==> src/rtl/chp_pkg.sv <==
`timescale 1ns / 1ps
package chp_pkg;

   typedef enum logic [4:0] {
      PH_PRE         = 5'd0,
      PH_SID_LEN     = 5'd1,
      PH_SID_BYTES   = 5'd2,
      PH_CS_LEN_HI   = 5'd3,
      PH_CS_LEN_LO   = 5'd4,
      PH_CS_HI       = 5'd5,
      PH_CS_LO       = 5'd6,
      PH_CMP_HI      = 5'd7,
      PH_CMP_LO      = 5'd8,
      PH_EXT_LEN_HI  = 5'd9,
      PH_EXT_LEN_LO  = 5'd10,
      PH_CODE_HI     = 5'd11,
      PH_CODE_LO     = 5'd12,
      PH_SIZE_HI     = 5'd13,
      PH_SIZE_LO     = 5'd14,
      PH_BODY_LEN_HI = 5'd15,
      PH_BODY_LEN_LO = 5'd16,
      PH_BODY_LEN1   = 5'd17,
      PH_SN_TYPE     = 5'd18,
      PH_SN_LEN_HI   = 5'd19,
      PH_SN_LEN_LO   = 5'd20,
      PH_BODY_BYTE   = 5'd21,
      PH_PAIR_HI     = 5'd22,
      PH_PAIR_LO     = 5'd23,
      PH_KS_GROUP_HI = 5'd24,
      PH_KS_GROUP_LO = 5'd25,
      PH_KS_KLEN_HI  = 5'd26,
      PH_KS_KLEN_LO  = 5'd27,
      PH_KS_KEY      = 5'd28,
      PH_KS_KEYSKIP  = 5'd29,
      PH_SKIP        = 5'd30
   } phase_type;

   localparam logic [3:0] KIND_SID     = 4'd0;
   localparam logic [3:0] KIND_CIPHER  = 4'd1;
   localparam logic [3:0] KIND_NAME    = 4'd2;
   localparam logic [3:0] KIND_GROUP   = 4'd3;
   localparam logic [3:0] KIND_SIGALG  = 4'd4;
   localparam logic [3:0] KIND_KSGROUP = 4'd5;
   localparam logic [3:0] KIND_PUBKEY  = 4'd6;
   localparam logic [3:0] KIND_PSK     = 4'd7;
   localparam logic [3:0] KIND_VERSION = 4'd8;
   localparam logic [3:0] KIND_END     = 4'd9;

   localparam logic [2:0] ST_OK       = 3'd0;
   localparam logic [2:0] ST_VERSION  = 3'd1;
   localparam logic [2:0] ST_COMPRESS = 3'd2;
   localparam logic [2:0] ST_LENGTH   = 3'd3;
   localparam logic [2:0] ST_UNKNOWN  = 3'd4;
   localparam logic [2:0] ST_TRUNC    = 3'd5;

   localparam logic [15:0] EXT_SERVER_NAME = 16'h0000;
   localparam logic [15:0] EXT_GROUPS      = 16'h000a;
   localparam logic [15:0] EXT_SIGALGS     = 16'h000d;
   localparam logic [15:0] EXT_VERSIONS    = 16'h002b;
   localparam logic [15:0] EXT_PSK_MODES   = 16'h002d;
   localparam logic [15:0] EXT_KEY_SHARE   = 16'h0033;

   localparam logic [15:0] LEGACY_VERSION   = 16'h0303;
   localparam logic [15:0] COMPRESSION_NULL = 16'h0100;
   localparam logic [15:0] HEADER_BYTES     = 16'd4;
   localparam logic [15:0] RANDOM_LAST      = 16'd37;

   // one entry of the queue between front and back
   typedef struct packed {
      logic        data_valid;
      logic [3:0]  kind;
      logic [15:0] value;
      logic [15:0] index;
      logic        end_valid;
      logic [2:0]  status;
   } event_type;

   typedef struct packed {
      logic [3:0]  item_kind;
      logic [15:0] item_value;
      logic [15:0] item_index;
      logic [2:0]  parse_status;
      logic        end_of_message;
   } rsp_type;

endpackage

==> src/rtl/chp_if.sv <==
`timescale 1ns / 1ps
interface chp_req_if;
   logic       valid;
   logic       ready;
   logic [7:0] data_byte;
   logic       last_byte;
   modport source (output valid, output data_byte, output last_byte, input ready);
   modport sink (input valid, input data_byte, input last_byte, output ready);
endinterface

interface chp_rsp_if;
   logic        valid;
   logic        ready;
   logic [3:0]  item_kind;
   logic [15:0] item_value;
   logic [15:0] item_index;
   logic [2:0]  parse_status;
   logic        end_of_message;
   modport source (output valid, output item_kind, output item_value, output item_index,
                   output parse_status, output end_of_message, input ready);
   modport sink (input valid, input item_kind, input item_value, input item_index,
                 input parse_status, input end_of_message, output ready);
endinterface

==> src/rtl/chp_front.sv <==
`timescale 1ns / 1ps
module chp_front
   import chp_pkg::*;
(
   input  logic       clock,
   input  logic       reset,
   input  logic       in_valid,
   output logic       in_ready,
   input  logic [7:0] in_byte,
   input  logic       in_last,
   input  logic       q_ready,
   output logic       q_push,
   output event_type  q_event
);

   phase_type   phase_ff, phase_in;
   logic [15:0] msg_ff, msg_in;
   logic [15:0] ext_ff, ext_in;
   logic [15:0] fld_ff, fld_in;
   logic [15:0] ks_ff, ks_in;
   logic [7:0]  hold_ff, hold_in;
   logic [15:0] code_ff, code_in;
   logic [15:0] pos_ff, pos_in;
   logic        taken_ff, taken_in;
   logic        done_ff, done_in;
   logic [15:0] ileft_ff, ileft_in;
   logic        want_ff, want_in;

   logic        fire;
   logic [15:0] word;
   logic        known;

   assign in_ready = q_ready;
   assign fire     = in_valid && q_ready;
   assign word     = {hold_ff, in_byte};
   assign known    = (word == EXT_SERVER_NAME) || (word == EXT_GROUPS) ||
                     (word == EXT_SIGALGS) || (word == EXT_VERSIONS) ||
                     (word == EXT_PSK_MODES) || (word == EXT_KEY_SHARE);

   always_ff @(posedge clock) begin
      if (reset) begin
         phase_ff <= PH_PRE;
         msg_ff   <= '0;
         ext_ff   <= '0;
         fld_ff   <= '0;
         ks_ff    <= '0;
         hold_ff  <= '0;
         code_ff  <= '0;
         pos_ff   <= '0;
         taken_ff <= 1'b0;
         done_ff  <= 1'b0;
         ileft_ff <= '0;
         want_ff  <= 1'b0;
      end else if (fire) begin
         phase_ff <= phase_in;
         msg_ff   <= msg_in;
         ext_ff   <= ext_in;
         fld_ff   <= fld_in;
         ks_ff    <= ks_in;
         hold_ff  <= hold_in;
         code_ff  <= code_in;
         pos_ff   <= pos_in;
         taken_ff <= taken_in;
         done_ff  <= done_in;
         ileft_ff <= ileft_in;
         want_ff  <= want_in;
      end
   end

   always_comb begin
      logic stop;
      logic fin;
      logic [2:0] fst;
      phase_in = phase_ff;
      msg_in   = msg_ff;
      ext_in   = ext_ff;
      fld_in   = fld_ff;
      ks_in    = ks_ff;
      hold_in  = hold_ff;
      code_in  = code_ff;
      pos_in   = pos_ff;
      taken_in = taken_ff;
      done_in  = done_ff;
      ileft_in = ileft_ff;
      want_in  = want_ff;
      q_event  = '0;
      stop     = 1'b0;
      fin      = 1'b0;
      fst      = ST_OK;

      if (!done_ff) begin
         if ((phase_ff != PH_PRE || pos_ff >= HEADER_BYTES) && msg_ff == 16'd0) begin
            fin  = 1'b1;
            fst  = ST_LENGTH;
            stop = 1'b1;
         end else begin
            if (phase_ff != PH_PRE || pos_ff >= HEADER_BYTES) msg_in = msg_ff - 16'd1;
            if (phase_ff >= PH_CODE_HI) ext_in = ext_ff - 16'd1;
            if (phase_ff >= PH_BODY_LEN_HI) fld_in = fld_ff - 16'd1;
            if (phase_ff >= PH_KS_GROUP_HI && phase_ff <= PH_KS_KEYSKIP) ks_in = ks_ff - 16'd1;

            case (phase_ff)
               PH_PRE: begin
                  if (pos_ff == 16'd2 || pos_ff == 16'd4) hold_in = in_byte;
                  else if (pos_ff == 16'd3) msg_in = word;
                  else if (pos_ff == 16'd5 && word != LEGACY_VERSION) begin
                     fin = 1'b1; fst = ST_VERSION; stop = 1'b1;
                  end
                  if (!stop) begin
                     if (pos_ff == RANDOM_LAST) phase_in = PH_SID_LEN;
                     pos_in = pos_ff + 16'd1;
                  end
               end
               PH_SID_LEN: begin
                  fld_in   = {8'd0, in_byte};
                  pos_in   = '0;
                  phase_in = (in_byte != 8'd0) ? PH_SID_BYTES : PH_CS_LEN_HI;
               end
               PH_SID_BYTES: begin
                  q_event.data_valid = 1'b1;
                  q_event.kind  = KIND_SID;
                  q_event.value = {8'd0, in_byte};
                  q_event.index = pos_ff;
                  pos_in = pos_ff + 16'd1;
                  fld_in = fld_ff - 16'd1;
                  if (fld_ff == 16'd1) phase_in = PH_CS_LEN_HI;
               end
               PH_CS_HI: begin
                  fld_in   = fld_ff - 16'd1;
                  hold_in  = in_byte;
                  phase_in = PH_CS_LO;
               end
               PH_CS_LO: begin
                  fld_in = fld_ff - 16'd1;
                  q_event.data_valid = 1'b1;
                  q_event.kind  = KIND_CIPHER;
                  q_event.value = word;
                  q_event.index = pos_ff;
                  pos_in   = pos_ff + 16'd1;
                  phase_in = (fld_ff != 16'd1) ? PH_CS_HI : PH_CMP_HI;
               end
               PH_CS_LEN_LO: begin
                  fld_in   = {word[15:1], 1'b0};
                  pos_in   = '0;
                  phase_in = (word[15:1] != 15'd0) ? PH_CS_HI : PH_CMP_HI;
               end
               PH_CS_LEN_HI, PH_CMP_HI, PH_EXT_LEN_HI, PH_CODE_HI, PH_SIZE_HI,
               PH_BODY_LEN_HI, PH_SN_LEN_HI, PH_KS_GROUP_HI, PH_KS_KLEN_HI: begin
                  hold_in  = in_byte;
                  phase_in = phase_type'(phase_ff + 5'd1);
               end
               PH_CMP_LO: begin
                  if (word != COMPRESSION_NULL) begin
                     fin = 1'b1; fst = ST_COMPRESS; stop = 1'b1;
                  end else phase_in = PH_EXT_LEN_HI;
               end
               PH_EXT_LEN_LO: begin
                  ext_in = word;
                  stop   = 1'b1;
                  if (word != msg_in) begin
                     fin = 1'b1; fst = ST_LENGTH;
                  end else if (word == 16'd0) fin = 1'b1;
                  else phase_in = PH_CODE_HI;
               end
               PH_CODE_LO: begin
                  code_in = word;
                  if (!known) begin
                     fin = 1'b1; fst = ST_UNKNOWN; stop = 1'b1;
                  end else phase_in = PH_SIZE_HI;
               end
               PH_SIZE_LO: begin
                  if (word > ext_in) begin
                     fin = 1'b1; fst = ST_LENGTH; stop = 1'b1;
                  end else begin
                     fld_in = word;
                     if (word == 16'd0) begin
                        stop = 1'b1;
                        if (ext_in == 16'd0) fin = 1'b1;
                        else phase_in = PH_CODE_HI;
                     end else begin
                        phase_in = (code_ff == EXT_PSK_MODES || code_ff == EXT_VERSIONS) ?
                                   PH_BODY_LEN1 : PH_BODY_LEN_HI;
                     end
                  end
               end
               PH_BODY_LEN_LO: begin
                  pos_in = '0;
                  if (code_ff == EXT_SERVER_NAME) phase_in = PH_SN_TYPE;
                  else if (code_ff == EXT_KEY_SHARE) begin
                     ks_in    = word;
                     phase_in = (word != 16'd0) ? PH_KS_GROUP_HI : PH_SKIP;
                  end else begin
                     ileft_in = {word[15:1], 1'b0};
                     phase_in = (word[15:1] != 15'd0) ? PH_PAIR_HI : PH_SKIP;
                  end
               end
               PH_BODY_LEN1: begin
                  pos_in = '0;
                  if (code_ff == EXT_PSK_MODES) begin
                     ileft_in = {8'd0, in_byte};
                     phase_in = (in_byte != 8'd0) ? PH_BODY_BYTE : PH_SKIP;
                  end else begin
                     ileft_in = {8'd0, in_byte[7:1], 1'b0};
                     phase_in = (in_byte[7:1] != 7'd0) ? PH_PAIR_HI : PH_SKIP;
                  end
               end
               PH_SN_TYPE: phase_in = PH_SN_LEN_HI;
               PH_SN_LEN_LO: begin
                  ileft_in = word;
                  pos_in   = '0;
                  phase_in = (word != 16'd0) ? PH_BODY_BYTE : PH_SKIP;
               end
               PH_BODY_BYTE: begin
                  q_event.data_valid = 1'b1;
                  q_event.kind  = (code_ff == EXT_SERVER_NAME) ? KIND_NAME : KIND_PSK;
                  q_event.value = {8'd0, in_byte};
                  q_event.index = pos_ff;
                  pos_in   = pos_ff + 16'd1;
                  ileft_in = ileft_ff - 16'd1;
                  if (ileft_ff == 16'd1) phase_in = PH_SKIP;
               end
               PH_PAIR_HI: begin
                  hold_in  = in_byte;
                  ileft_in = ileft_ff - 16'd1;
                  phase_in = PH_PAIR_LO;
               end
               PH_PAIR_LO: begin
                  q_event.data_valid = 1'b1;
                  q_event.kind  = (code_ff == EXT_GROUPS) ? KIND_GROUP :
                                  ((code_ff == EXT_SIGALGS) ? KIND_SIGALG : KIND_VERSION);
                  q_event.value = word;
                  q_event.index = pos_ff;
                  pos_in   = pos_ff + 16'd1;
                  ileft_in = ileft_ff - 16'd1;
                  phase_in = (ileft_ff != 16'd1) ? PH_PAIR_HI : PH_SKIP;
               end
               PH_KS_GROUP_LO: begin
                  want_in = !taken_ff;
                  if (!taken_ff) begin
                     q_event.data_valid = 1'b1;
                     q_event.kind  = KIND_KSGROUP;
                     q_event.value = word;
                  end
                  taken_in = 1'b1;
                  phase_in = PH_KS_KLEN_HI;
               end
               PH_KS_KLEN_LO: begin
                  ileft_in = word;
                  pos_in   = '0;
                  if (word == 16'd0) phase_in = PH_KS_GROUP_HI;
                  else phase_in = want_ff ? PH_KS_KEY : PH_KS_KEYSKIP;
               end
               PH_KS_KEY, PH_KS_KEYSKIP: begin
                  if (phase_ff == PH_KS_KEY) begin
                     q_event.data_valid = 1'b1;
                     q_event.kind  = KIND_PUBKEY;
                     q_event.value = {8'd0, in_byte};
                     q_event.index = pos_ff;
                     pos_in = pos_ff + 16'd1;
                  end
                  ileft_in = ileft_ff - 16'd1;
                  if (ileft_ff == 16'd1) phase_in = PH_KS_GROUP_HI;
               end
               default: ;
            endcase

            // trailing checks on the updated counters
            if (!stop) begin
               if (phase_ff >= PH_CODE_HI && phase_ff <= PH_SIZE_HI && ext_in == 16'd0) begin
                  fin = 1'b1; fst = ST_LENGTH;
               end else begin
                  if (phase_ff >= PH_KS_GROUP_HI && phase_ff <= PH_KS_KEYSKIP &&
                      ks_in == 16'd0) phase_in = PH_SKIP;
                  if (phase_ff >= PH_BODY_LEN_HI && fld_in == 16'd0) begin
                     if (ext_in == 16'd0) fin = 1'b1;
                     else phase_in = PH_CODE_HI;
                  end
               end
            end
         end

         if (!fin && in_last) begin
            fin = 1'b1; fst = ST_TRUNC;
         end
         if (fin) begin
            q_event.end_valid = 1'b1;
            q_event.status    = fst;
            done_in           = 1'b1;
         end
      end

      // re-arm on the final byte
      if (in_last) begin
         phase_in = PH_PRE;
         msg_in   = '0;
         ext_in   = '0;
         fld_in   = '0;
         ks_in    = '0;
         hold_in  = '0;
         code_in  = '0;
         pos_in   = '0;
         taken_in = 1'b0;
         done_in  = 1'b0;
         ileft_in = '0;
         want_in  = 1'b0;
      end
   end

   assign q_push = fire && (q_event.data_valid || q_event.end_valid);

endmodule

==> src/rtl/chp_queue.sv <==
`timescale 1ns / 1ps
module chp_queue
   import chp_pkg::*;
(
   input  logic      clock,
   input  logic      reset,
   input  logic      push,
   input  event_type push_data,
   output logic      can_push,
   output logic      pop_valid,
   output event_type pop_data,
   input  logic      pop
);

   event_type   mem_ff [2];
   logic        wr_ff, rd_ff;
   logic [1:0]  cnt_ff;

   assign can_push  = (cnt_ff != 2'd2) || pop;
   assign pop_valid = (cnt_ff != 2'd0);
   assign pop_data  = mem_ff[rd_ff];

   always_ff @(posedge clock) begin
      if (reset) begin
         wr_ff  <= 1'b0;
         rd_ff  <= 1'b0;
         cnt_ff <= 2'd0;
      end else begin
         if (push) wr_ff <= ~wr_ff;
         if (pop) rd_ff <= ~rd_ff;
         cnt_ff <= cnt_ff + {1'b0, push} - {1'b0, pop};
      end
   end

   always_ff @(posedge clock) begin
      if (push) mem_ff[wr_ff] <= push_data;
   end

endmodule

==> src/rtl/chp_back.sv <==
`timescale 1ns / 1ps
module chp_back
   import chp_pkg::*;
(
   input  logic      clock,
   input  logic      reset,
   input  logic      ev_valid,
   input  event_type ev,
   output logic      ev_pop,
   output logic      out_valid,
   output rsp_type   out_data,
   input  logic      out_ready
);

   // emit the data half first, then the end half
   logic    data_done_ff, data_done_in;
   logic    send_data, send_end;
   logic    ovalid_ff;
   rsp_type odata_ff, odata_in;
   logic    load;

   assign send_data = ev_valid && ev.data_valid && !data_done_ff;
   assign send_end  = ev_valid && !send_data && ev.end_valid;
   assign load      = (send_data || send_end) && (!ovalid_ff || out_ready);
   assign ev_pop    = load && (send_end || !ev.end_valid);

   always_comb begin
      data_done_in = data_done_ff;
      if (load) data_done_in = send_data && ev.end_valid;
      if (send_data) begin
         odata_in = '{ev.kind, ev.value, ev.index, ST_OK, 1'b0};
      end else begin
         odata_in = '{KIND_END, 16'd0, 16'd0, ev.status, 1'b1};
      end
   end

   always_ff @(posedge clock) begin
      if (reset) begin
         ovalid_ff    <= 1'b0;
         data_done_ff <= 1'b0;
      end else begin
         data_done_ff <= data_done_in;
         if (load) ovalid_ff <= 1'b1;
         else if (out_ready) ovalid_ff <= 1'b0;
      end
   end

   always_ff @(posedge clock) begin
      if (load) odata_ff <= odata_in;
   end

   assign out_valid = ovalid_ff;
   assign out_data  = odata_ff;

endmodule

==> src/rtl/client_hello_field_parser_unit.sv <==
`timescale 1ns / 1ps
// ClientHello field parser: message bytes in, tagged items out. A byte's items pass
// through the two-entry queue between parser and emitter, then the output register.
// Throughput: one byte per cycle while the queue has room; a byte that yields a data item
// and the end item is sent as two output items, a stall that the queue absorbs.
// Reset: synchronous, active high; parser returns to expect-handshake-header state.
module client_hello_field_parser_unit
   import chp_pkg::*;
(
   input logic       clock,
   input logic       reset,
   chp_req_if.sink   req,
   chp_rsp_if.source rsp
);

   logic      q_ready, q_push, q_valid, q_pop;
   event_type q_in, q_out;
   rsp_type   rsp_data;

   chp_front u_front (
      .clock    (clock),
      .reset    (reset),
      .in_valid (req.valid),
      .in_ready (req.ready),
      .in_byte  (req.data_byte),
      .in_last  (req.last_byte),
      .q_ready  (q_ready),
      .q_push   (q_push),
      .q_event  (q_in)
   );

   chp_queue u_queue (
      .clock     (clock),
      .reset     (reset),
      .push      (q_push),
      .push_data (q_in),
      .can_push  (q_ready),
      .pop_valid (q_valid),
      .pop_data  (q_out),
      .pop       (q_pop)
   );

   chp_back u_back (
      .clock     (clock),
      .reset     (reset),
      .ev_valid  (q_valid),
      .ev        (q_out),
      .ev_pop    (q_pop),
      .out_valid (rsp.valid),
      .out_data  (rsp_data),
      .out_ready (rsp.ready)
   );

   assign rsp.item_kind      = rsp_data.item_kind;
   assign rsp.item_value     = rsp_data.item_value;
   assign rsp.item_index     = rsp_data.item_index;
   assign rsp.parse_status   = rsp_data.parse_status;
   assign rsp.end_of_message = rsp_data.end_of_message;

endmodule

==> src/flat_wrapper.sv <==
// flat-port wrapper written by rule: the top's interface ports become plain ports
module client_hello_field_parser_unit_flat import chp_pkg::*;
  (clock, reset, req_valid, req_data_byte, req_last_byte, req_ready, rsp_valid, rsp_item_kind, rsp_item_value, rsp_item_index, rsp_parse_status, rsp_end_of_message, rsp_ready);
  chp_req_if req_i ();
  chp_rsp_if rsp_i ();
  input logic clock;
  input logic reset;
  input wire logic [$bits(req_i.valid)-1:0] req_valid;
  input wire logic [$bits(req_i.data_byte)-1:0] req_data_byte;
  input wire logic [$bits(req_i.last_byte)-1:0] req_last_byte;
  output wire logic [$bits(req_i.ready)-1:0] req_ready;
  output wire logic [$bits(rsp_i.valid)-1:0] rsp_valid;
  output wire logic [$bits(rsp_i.item_kind)-1:0] rsp_item_kind;
  output wire logic [$bits(rsp_i.item_value)-1:0] rsp_item_value;
  output wire logic [$bits(rsp_i.item_index)-1:0] rsp_item_index;
  output wire logic [$bits(rsp_i.parse_status)-1:0] rsp_parse_status;
  output wire logic [$bits(rsp_i.end_of_message)-1:0] rsp_end_of_message;
  input wire logic [$bits(rsp_i.ready)-1:0] rsp_ready;
  assign req_i.valid = req_valid;
  assign req_i.data_byte = req_data_byte;
  assign req_i.last_byte = req_last_byte;
  assign req_ready = req_i.ready;
  assign rsp_valid = rsp_i.valid;
  assign rsp_item_kind = rsp_i.item_kind;
  assign rsp_item_value = rsp_i.item_value;
  assign rsp_item_index = rsp_i.item_index;
  assign rsp_parse_status = rsp_i.parse_status;
  assign rsp_end_of_message = rsp_i.end_of_message;
  assign rsp_i.ready = rsp_ready;
  client_hello_field_parser_unit u_core (.clock(clock), .reset(reset), .req(req_i), .rsp(rsp_i));
endmodule
==> config.mk <==
export PLATFORM = sky130hd
export DESIGN_NAME = client_hello_field_parser_unit_flat
export DESIGN_NICKNAME = d
export VERILOG_FILES = /design/src/rtl/chp_pkg.sv /design/src/rtl/chp_if.sv /design/src/rtl/chp_front.sv /design/src/rtl/chp_queue.sv /design/src/rtl/chp_back.sv /design/src/rtl/client_hello_field_parser_unit.sv /design/src/flat_wrapper.sv
export SDC_FILE = /design/constraint.sdc
export NUM_CORES = 1
export LEC_CHECK = 0
export ABC_AREA = 1
export BUFFER_PORTS_ARGS = -buffer_cell sky130_fd_sc_hd__buf_2
export CELL_PAD_IN_SITES_DETAIL_PLACEMENT = 1
export CELL_PAD_IN_SITES_GLOBAL_PLACEMENT = 2
export CORE_UTILIZATION = 30
export DETAILED_ROUTE_END_ITERATION = 7
export PLACE_DENSITY = 0.74
export SYNTH_ARGS = -nofsm -noshare
export SYNTH_HDL_FRONTEND = slang
export SYNTH_SLANG_ARGS = --single-unit
==> constraint.sdc <==
create_clock -name clock -period 8.9 [get_ports clock]
set_input_delay 0.445 -clock clock [delete_from_list [all_inputs] [get_ports clock]]
set_output_delay 0.445 -clock clock [all_outputs]
set_load 0.02 [all_outputs]
# Word-level counts from Yosys, hierarchy flattened
# Memories as Yosys holds them, arrays and structs flattened. A register that Yosys moved wholly into a read port is not among the register bits.
# Cells that the tools add are included.
[word_totals]
ff_bits = 174
ram_bits = 82
word_cells = 329
n_memories = 1
[op_classes]
n_addsub = 9
n_lt_le_gt_ge = 7
n_eq_ne = 59
mux = 159
n_bitwise = 2
reduce_logical = 70
[mem_list]
columns = ["name", "words", "width", "read_ports", "rd_ports_with_merged_regs", "write_ports", "line", "source"]
rows = [
  ["u_core.u_queue.mem_ff", 2, 41, 1, 1, 1, "chp_queue.sv:15", "event_type mem_ff [2];"],
]
[ops]
columns = ["operator", "n"]
rows = [
  ["$mux 16", 48],
  ["$pmux 16 s4", 3],
  ["$pmux 21 s6", 1],
  ["$eq 16x6->1 const B", 7],
  ["$logic_not 16->1", 7],
  ["$mux 5", 21],
  ["$pmux 5 s21", 1],
  ["$sub 16x1->16 const B", 5],
  ["$mux 37", 2],
  ["$eq 5x5->1 const B", 14],
  ["$eq 16x4->1 const B", 4],
  ["$mux 1", 48],
  ["$mux 4", 11],
  ["$mux 41", 1],
  ["$eq 5x4->1 const B", 8],
  ["$eq 16x1->1 const B", 2],
  ["$eq 16x2->1 const B", 2],
  ["$eq 16x3->1 const B", 2],
  ["$mux 8", 4],
  ["$ne 16x1->1 const B", 2],
  ["$pmux 16 s2", 1],
  ["$mux 3", 8],
  ["$mux 21", 1],
  ["$eq 5x3->1 const B", 4],
  ["other kinds (44)", 99],
]

# Longest topological paths before layout
[depth]
depth_word = 27
ltp_mapped = 41

# By module
# Synthesis repeated with hierarchy kept, for this count alone.
[unflattened]
cells_unflattened = 2133
hier_area_um2 = 16086.7
[by_module_without_submodules]
columns = ["module", "n_inst", "cells_each", "area_each_um2", "seq_area_each_um2"]
rows = [
  ["chp_front", 1, 1831, 10986.8, 2562.5],
  ["chp_queue", 1, 160, 3393.3, 2562.5],
  ["chp_back", 1, 142, 1706.6, 1241.2],
]

# Least setup slack after synthesis
# OpenSTA, ideal clock, no wires.
[synth_path]
kind = "register to register"
startpoint = "reg u_core.u_front.phase_ff[1]"
endpoint = "mem u_core.u_queue.mem_ff[0][0] in the netlist's numbering (enable)"
setup_ps = 439
arrival_time_ps = 5361
t_required_ps = 8461
slack_ps = 3099
stages_incl_launch_ff = 35
path_cell_list = "dfxtp_1 -> ha_1 -> nor2_4 -> nand3_2 -> nand2_4 -> nor2_2 -> nand2_1 -> nor2_1 -> nand3_2 -> nor3_1 -> xnor2_1 -> ha_1 -> nand4_1 -> nor2_1 -> nand2_1 -> nor2_2 -> nand3_1 -> nand2_1 -> inv_2 -> nand2_4 -> nand2_2 -> buf_6 -> nand2_1 -> nand2_1 -> a21oi_1 -> nand2_1 -> nor2_1 -> nand2_1 -> nor2_2 -> nand3_2 -> nand4_1 -> nand2_2 -> nand2_2 -> nand2_1 -> nor2_1"
[synth_between]
elab_chain_cells = 26
[synth_rtl]
columns = ["item", "line", "source"]
rows = [
  ["start, declared", "chp_front.sv:16", "phase_type phase_ff, phase_in;"],
  ["start signal, assigned", "chp_front.sv:55", "phase_ff <= phase_in;"],
  ["$ge 5x4->1", "chp_front.sv:98, chp_front.sv:269", ""],
  ["$mux 16", "chp_front.sv:98", "if (phase_ff >= PH_CODE_HI) ext_in = ext_ff - 16'd1;"],
  ["$mux 16", "chp_front.sv:92", "if ((phase_ff != PH_PRE || pos_ff >= HEADER_BYTES) && msg_ff == 16'd0) begin"],
  ["$mux 16", "chp_front.sv:91", "if (!done_ff) begin"],
  ["$gt 16x16->1", "chp_front.sv:172", "if (word > ext_in) begin"],
  ["$mux 16", "chp_front.sv:172", ""],
  ["$pmux 16 s4", "chp_front.sv:102", "case (phase_ff)"],
  ["$mux 16", "chp_front.sv:92", ""],
  ["(+10 left out)", "--", ""],
  ["$mux 1", "chp_front.sv:282", "if (!fin && in_last) begin"],
  ["$mux 1", "chp_front.sv:91", ""],
  ["$mux 4", "chp_front.sv:285", "if (fin) begin"],
  ["$mux 41 *", "chp_front.sv:91", ""],
  ["$logic_or 1x1->1 *", "chp_front.sv:309", "assign q_push = fire && (q_event.data_valid || q_event.end_valid);"],
  ["$logic_and 1x1->1 *", "chp_front.sv:309", ""],
  ["$mux 1 *", "chp_queue.sv:36", "if (push) mem_ff[wr_ff] <= push_data;"],
  ["$mux 1 (not written as such) *", "chp_queue.sv:36", ""],
  ["end, declared", "chp_queue.sv:15", ""],
]
# Every way passes the cells marked *; elsewhere a longest branch is shown, timed or not. The select of a mux whose other input is x is not followed.

# Worst setup path after layout
[layout_path]
startpoint = "reg u_core.u_front.phase_ff[4]"
endpoint = "mem u_core.u_queue.mem_ff[0][5] in the netlist's numbering (enable)"
# The elaborated chain is that of the path after synthesis.

==> impl_metrics.ini <==
[outcome]
status = finished, final reports clean

[synthesis]
synthDistinctLibCells = 60
synth.area.top_cells = edfxtp_1 (24%), dfxtp_1 (18%), nand2_1 (12%)
synthCells = 2082
synth_seq_area_share_pct = 41.7
synth_area_per_cell_um2 = 7.34
yosysTopAreaCell = edfxtp_1
synth-seq-cells = 257
synth_top_area_share_pct = 24.0
synth_fp_nets = 2127
yosys_warnings = 0
syn_area_mm2 = 0.0153

[worst_setup_path]
r2r-start = u_core.u_front.phase_ff[4]
crit_top_cell = nand2_1
arrival_ns = 6.42
required_ns = 9.07
slowest_delay_ns = 0.90
critPathCaptureType = flop
crit_slowest_cell = nor2_4
worstSetupStartpointType = flop
path_class = reg2reg
r2r_end = u_core.u_queue.mem_ff[0][5]
crit_fanout = 41
rrSetupSlack_ns = 2.64
r2r_cells = 30

[detailed_routing]
via_per_inst = 5.18
vias = 14500
drt_iter0_drc = 780
postRouteWirelength_um = 55700
dr.pass1.iters = 5
drc = 0
drtAntennaViolNets = 0
post_drt_wl_per_cell_um = 19.8

[clocking]
htree_levels = 2
clkLatencyLatePin_ns = 0.56
cts_buffers = 34
postCtsSetupBuffers = 0
postCtsHoldBufs = 0
path_clk_slew_ns = 0.06
clock-sinks = 257
post_cts_resized = 0
cts_tree = yes
cts_max_path_buffers = 3
cts_root_buf = clkbuf_16

[place]
dpl_worst_slack_ns = 2.62
dp_hpwl_um = 40400
port_buffers = 54
dpl_cell_area_mm2 = 0.0162
place.gp.congestion = 0.933

[timing]
setup_viol = 0
clock-skew-final_ns = 0.0176
fin_crit_ns = 6.26
whs_ns = 0.262
fin_tns_setup_ns = 0
hold_violations = 0
finalMaxSlewViolations = 0
fmax_mhz = 160
rsz0062_at_grt = no
worst_pin_slew_ns = 1.18
slew_headroom_pct = 21.3
period_share_pct = 70.3
fin_ws_ns = 2.64

[worst_hold_path]
min_to = u_core.u_back.out_valid
hp-class = in2reg
min_path_cells = 4
hp-start = rsp_ready

[run]
drv_cap = 0

[cells_and_area]
nNetsFinal = 2155
synthToLayoutAreaGrowth_pct = 13.6
design_area_mm2 = 0.0174
fill_cells = 6201
drive_gt1_share_pct = 8.71

[power]
p_leak_uw = 0.00699
power.density_mw_per_mm2 = 308
ir_drop_v = 0.000171
report.power.total_uw = 5340

[global_route]
grt_max_degree = 68
grt_remaining_overflow = 0
antenna_found_initial = 2
gr-usage-all-layers_pct = 22.0
grt_pass1_wl_um = 86300
grt_pass1_vias = 14500

[die]
dieWidth_um = 228
dieArea_mm2 = 0.0518
core_mm2 = 0.0502
placementRows = 82
die_h_um = 228
start_util_pct = 30.5
num_io_pins = 55
cell type report:
type,count,area [µm²],share of cell area (%)
tap,672,841,4.84
sequential,257,6370,36.7
clock inverter,15,186,1.07
multi-input combinational,1537,7810,45.0
clock buffer,46,966,5.57
antenna,1,2.50,0.0144
timing repair buffer,71,400,2.31
inverter,209,787,4.53
worst max-delay path by stage:
stage                               start                            to  slack, ns  depth (start not counted)
5_1_grt        u_core.u_front.phase_ff[4]  u_core.u_queue.mem_ff[0][38]       2.01                         30
6_report       u_core.u_front.phase_ff[4]   u_core.u_queue.mem_ff[0][5]       2.64                         30
3_5_place_dp   u_core.u_front.phase_ff[4]  u_core.u_queue.mem_ff[0][16]       2.62                         30
2_1_floorplan  u_core.u_front.phase_ff[1]   u_core.u_queue.mem_ff[0][0]       3.10                         34
4_1_cts        u_core.u_front.phase_ff[4]  u_core.u_queue.mem_ff[0][24]       2.62                         30
3_3_place_gp   u_core.u_front.phase_ff[4]  u_core.u_queue.mem_ff[0][16]       2.76                         30
report_power, final:
part           switching (µW)  internal, µW  leakage (µW)
Sequential                165          1570       0.00226
Clock                     567           832      0.000567
Combinational            1600           608       0.00416
state kept, by name (all words and copies together), names as in the netlist, 2 cells and up, named ones only:
register                 count
u_core.u_front.ks_ff        16
u_core.u_front.fld_ff       16
u_core.u_front.ileft_ff     16
u_core.u_front.ext_ff       16
u_core.u_front.code_ff      16
u_core.u_queue.mem_ff       82
u_core.u_front.msg_ff       16
u_core.u_front.phase_ff      5
u_core.u_queue.cnt_ff        2
u_core.u_front.pos_ff       16
u_core.u_front.hold_ff       8
u_core.u_back.out_data      40
cells by family after synthesis:
group                      synth area share, %
adders and majority gates                 2.62
buffers and inverters                     7.39
DFF                                       41.7
and+or+nand+nor                           30.3
AOI/OAI and AO/OA                         13.9
xor gates and xnor gates                  4.13
placed cells by master, fill, tap and decap left out, types with 23 or more instances in the layout:
master / n
a21oi_1: 180
nor3_1: 81
xor2_1: 56
buf_2: 53
ha_1: 32
nand4_1: 28
nor2_1: 239
clkbuf_16: 34
nor4_1: 23
nand2_1: 508
o21ai_0: 93
edfxtp_1: 122
nand3_1: 116
dfxtp_1: 135
inv_1: 188
synth_stat cells (all sizes together):
library cell  instances
nand2               517
nor2                262
inv                 197
a21oi               180
dfxtp               135
edfxtp              122
nand3               121
o21ai               105
nor3                 85
clkbuf               56
xor2                 56
ha                   32
nand4                30
nor4                 26
buf                  23
xnor2                16
clkinv               12
a211oi               11
o211ai               11
a221oi               10
a31oi                 8
o22ai                 8
a2bb2oi               7
nand3b                7
o2111ai               6
a2111oi               5
or2                   5
o21a                  4
a22oi                 3
a32oi                 3
and3                  3
nor3b                 3
o221ai                3
o311ai                2
a2111o                1
a311oi                1
a31o                  1
a41oi                 1
and2                  1
o21bai                1
o31ai                 1
o41ai                 1
critical path: cells and delay by family, from the launching register on:
family	cells	cell delay (ns)
xor+xnor	1	0.16
flops	1	0.67
buf+inv	4	0.42
simple gates	24	4.27
fa+ha+maj	1	0.33
stage by stage:
stage,util [%],cells
global route,34.6,2807
global placement,32.3,2746
detailed placement,32.3,2746
CTS,34.6,2807
finish,34.6,2808
floorplan,-,2082
routing by layer:
layer	global-route usage, %	wire [µm]
met5	0	19
met4	6.60	1280
met3	2.91	2370
met2	36.4	25800
met1	29.7	26300
Note: power is estimated with default switching activity, not from simulation.
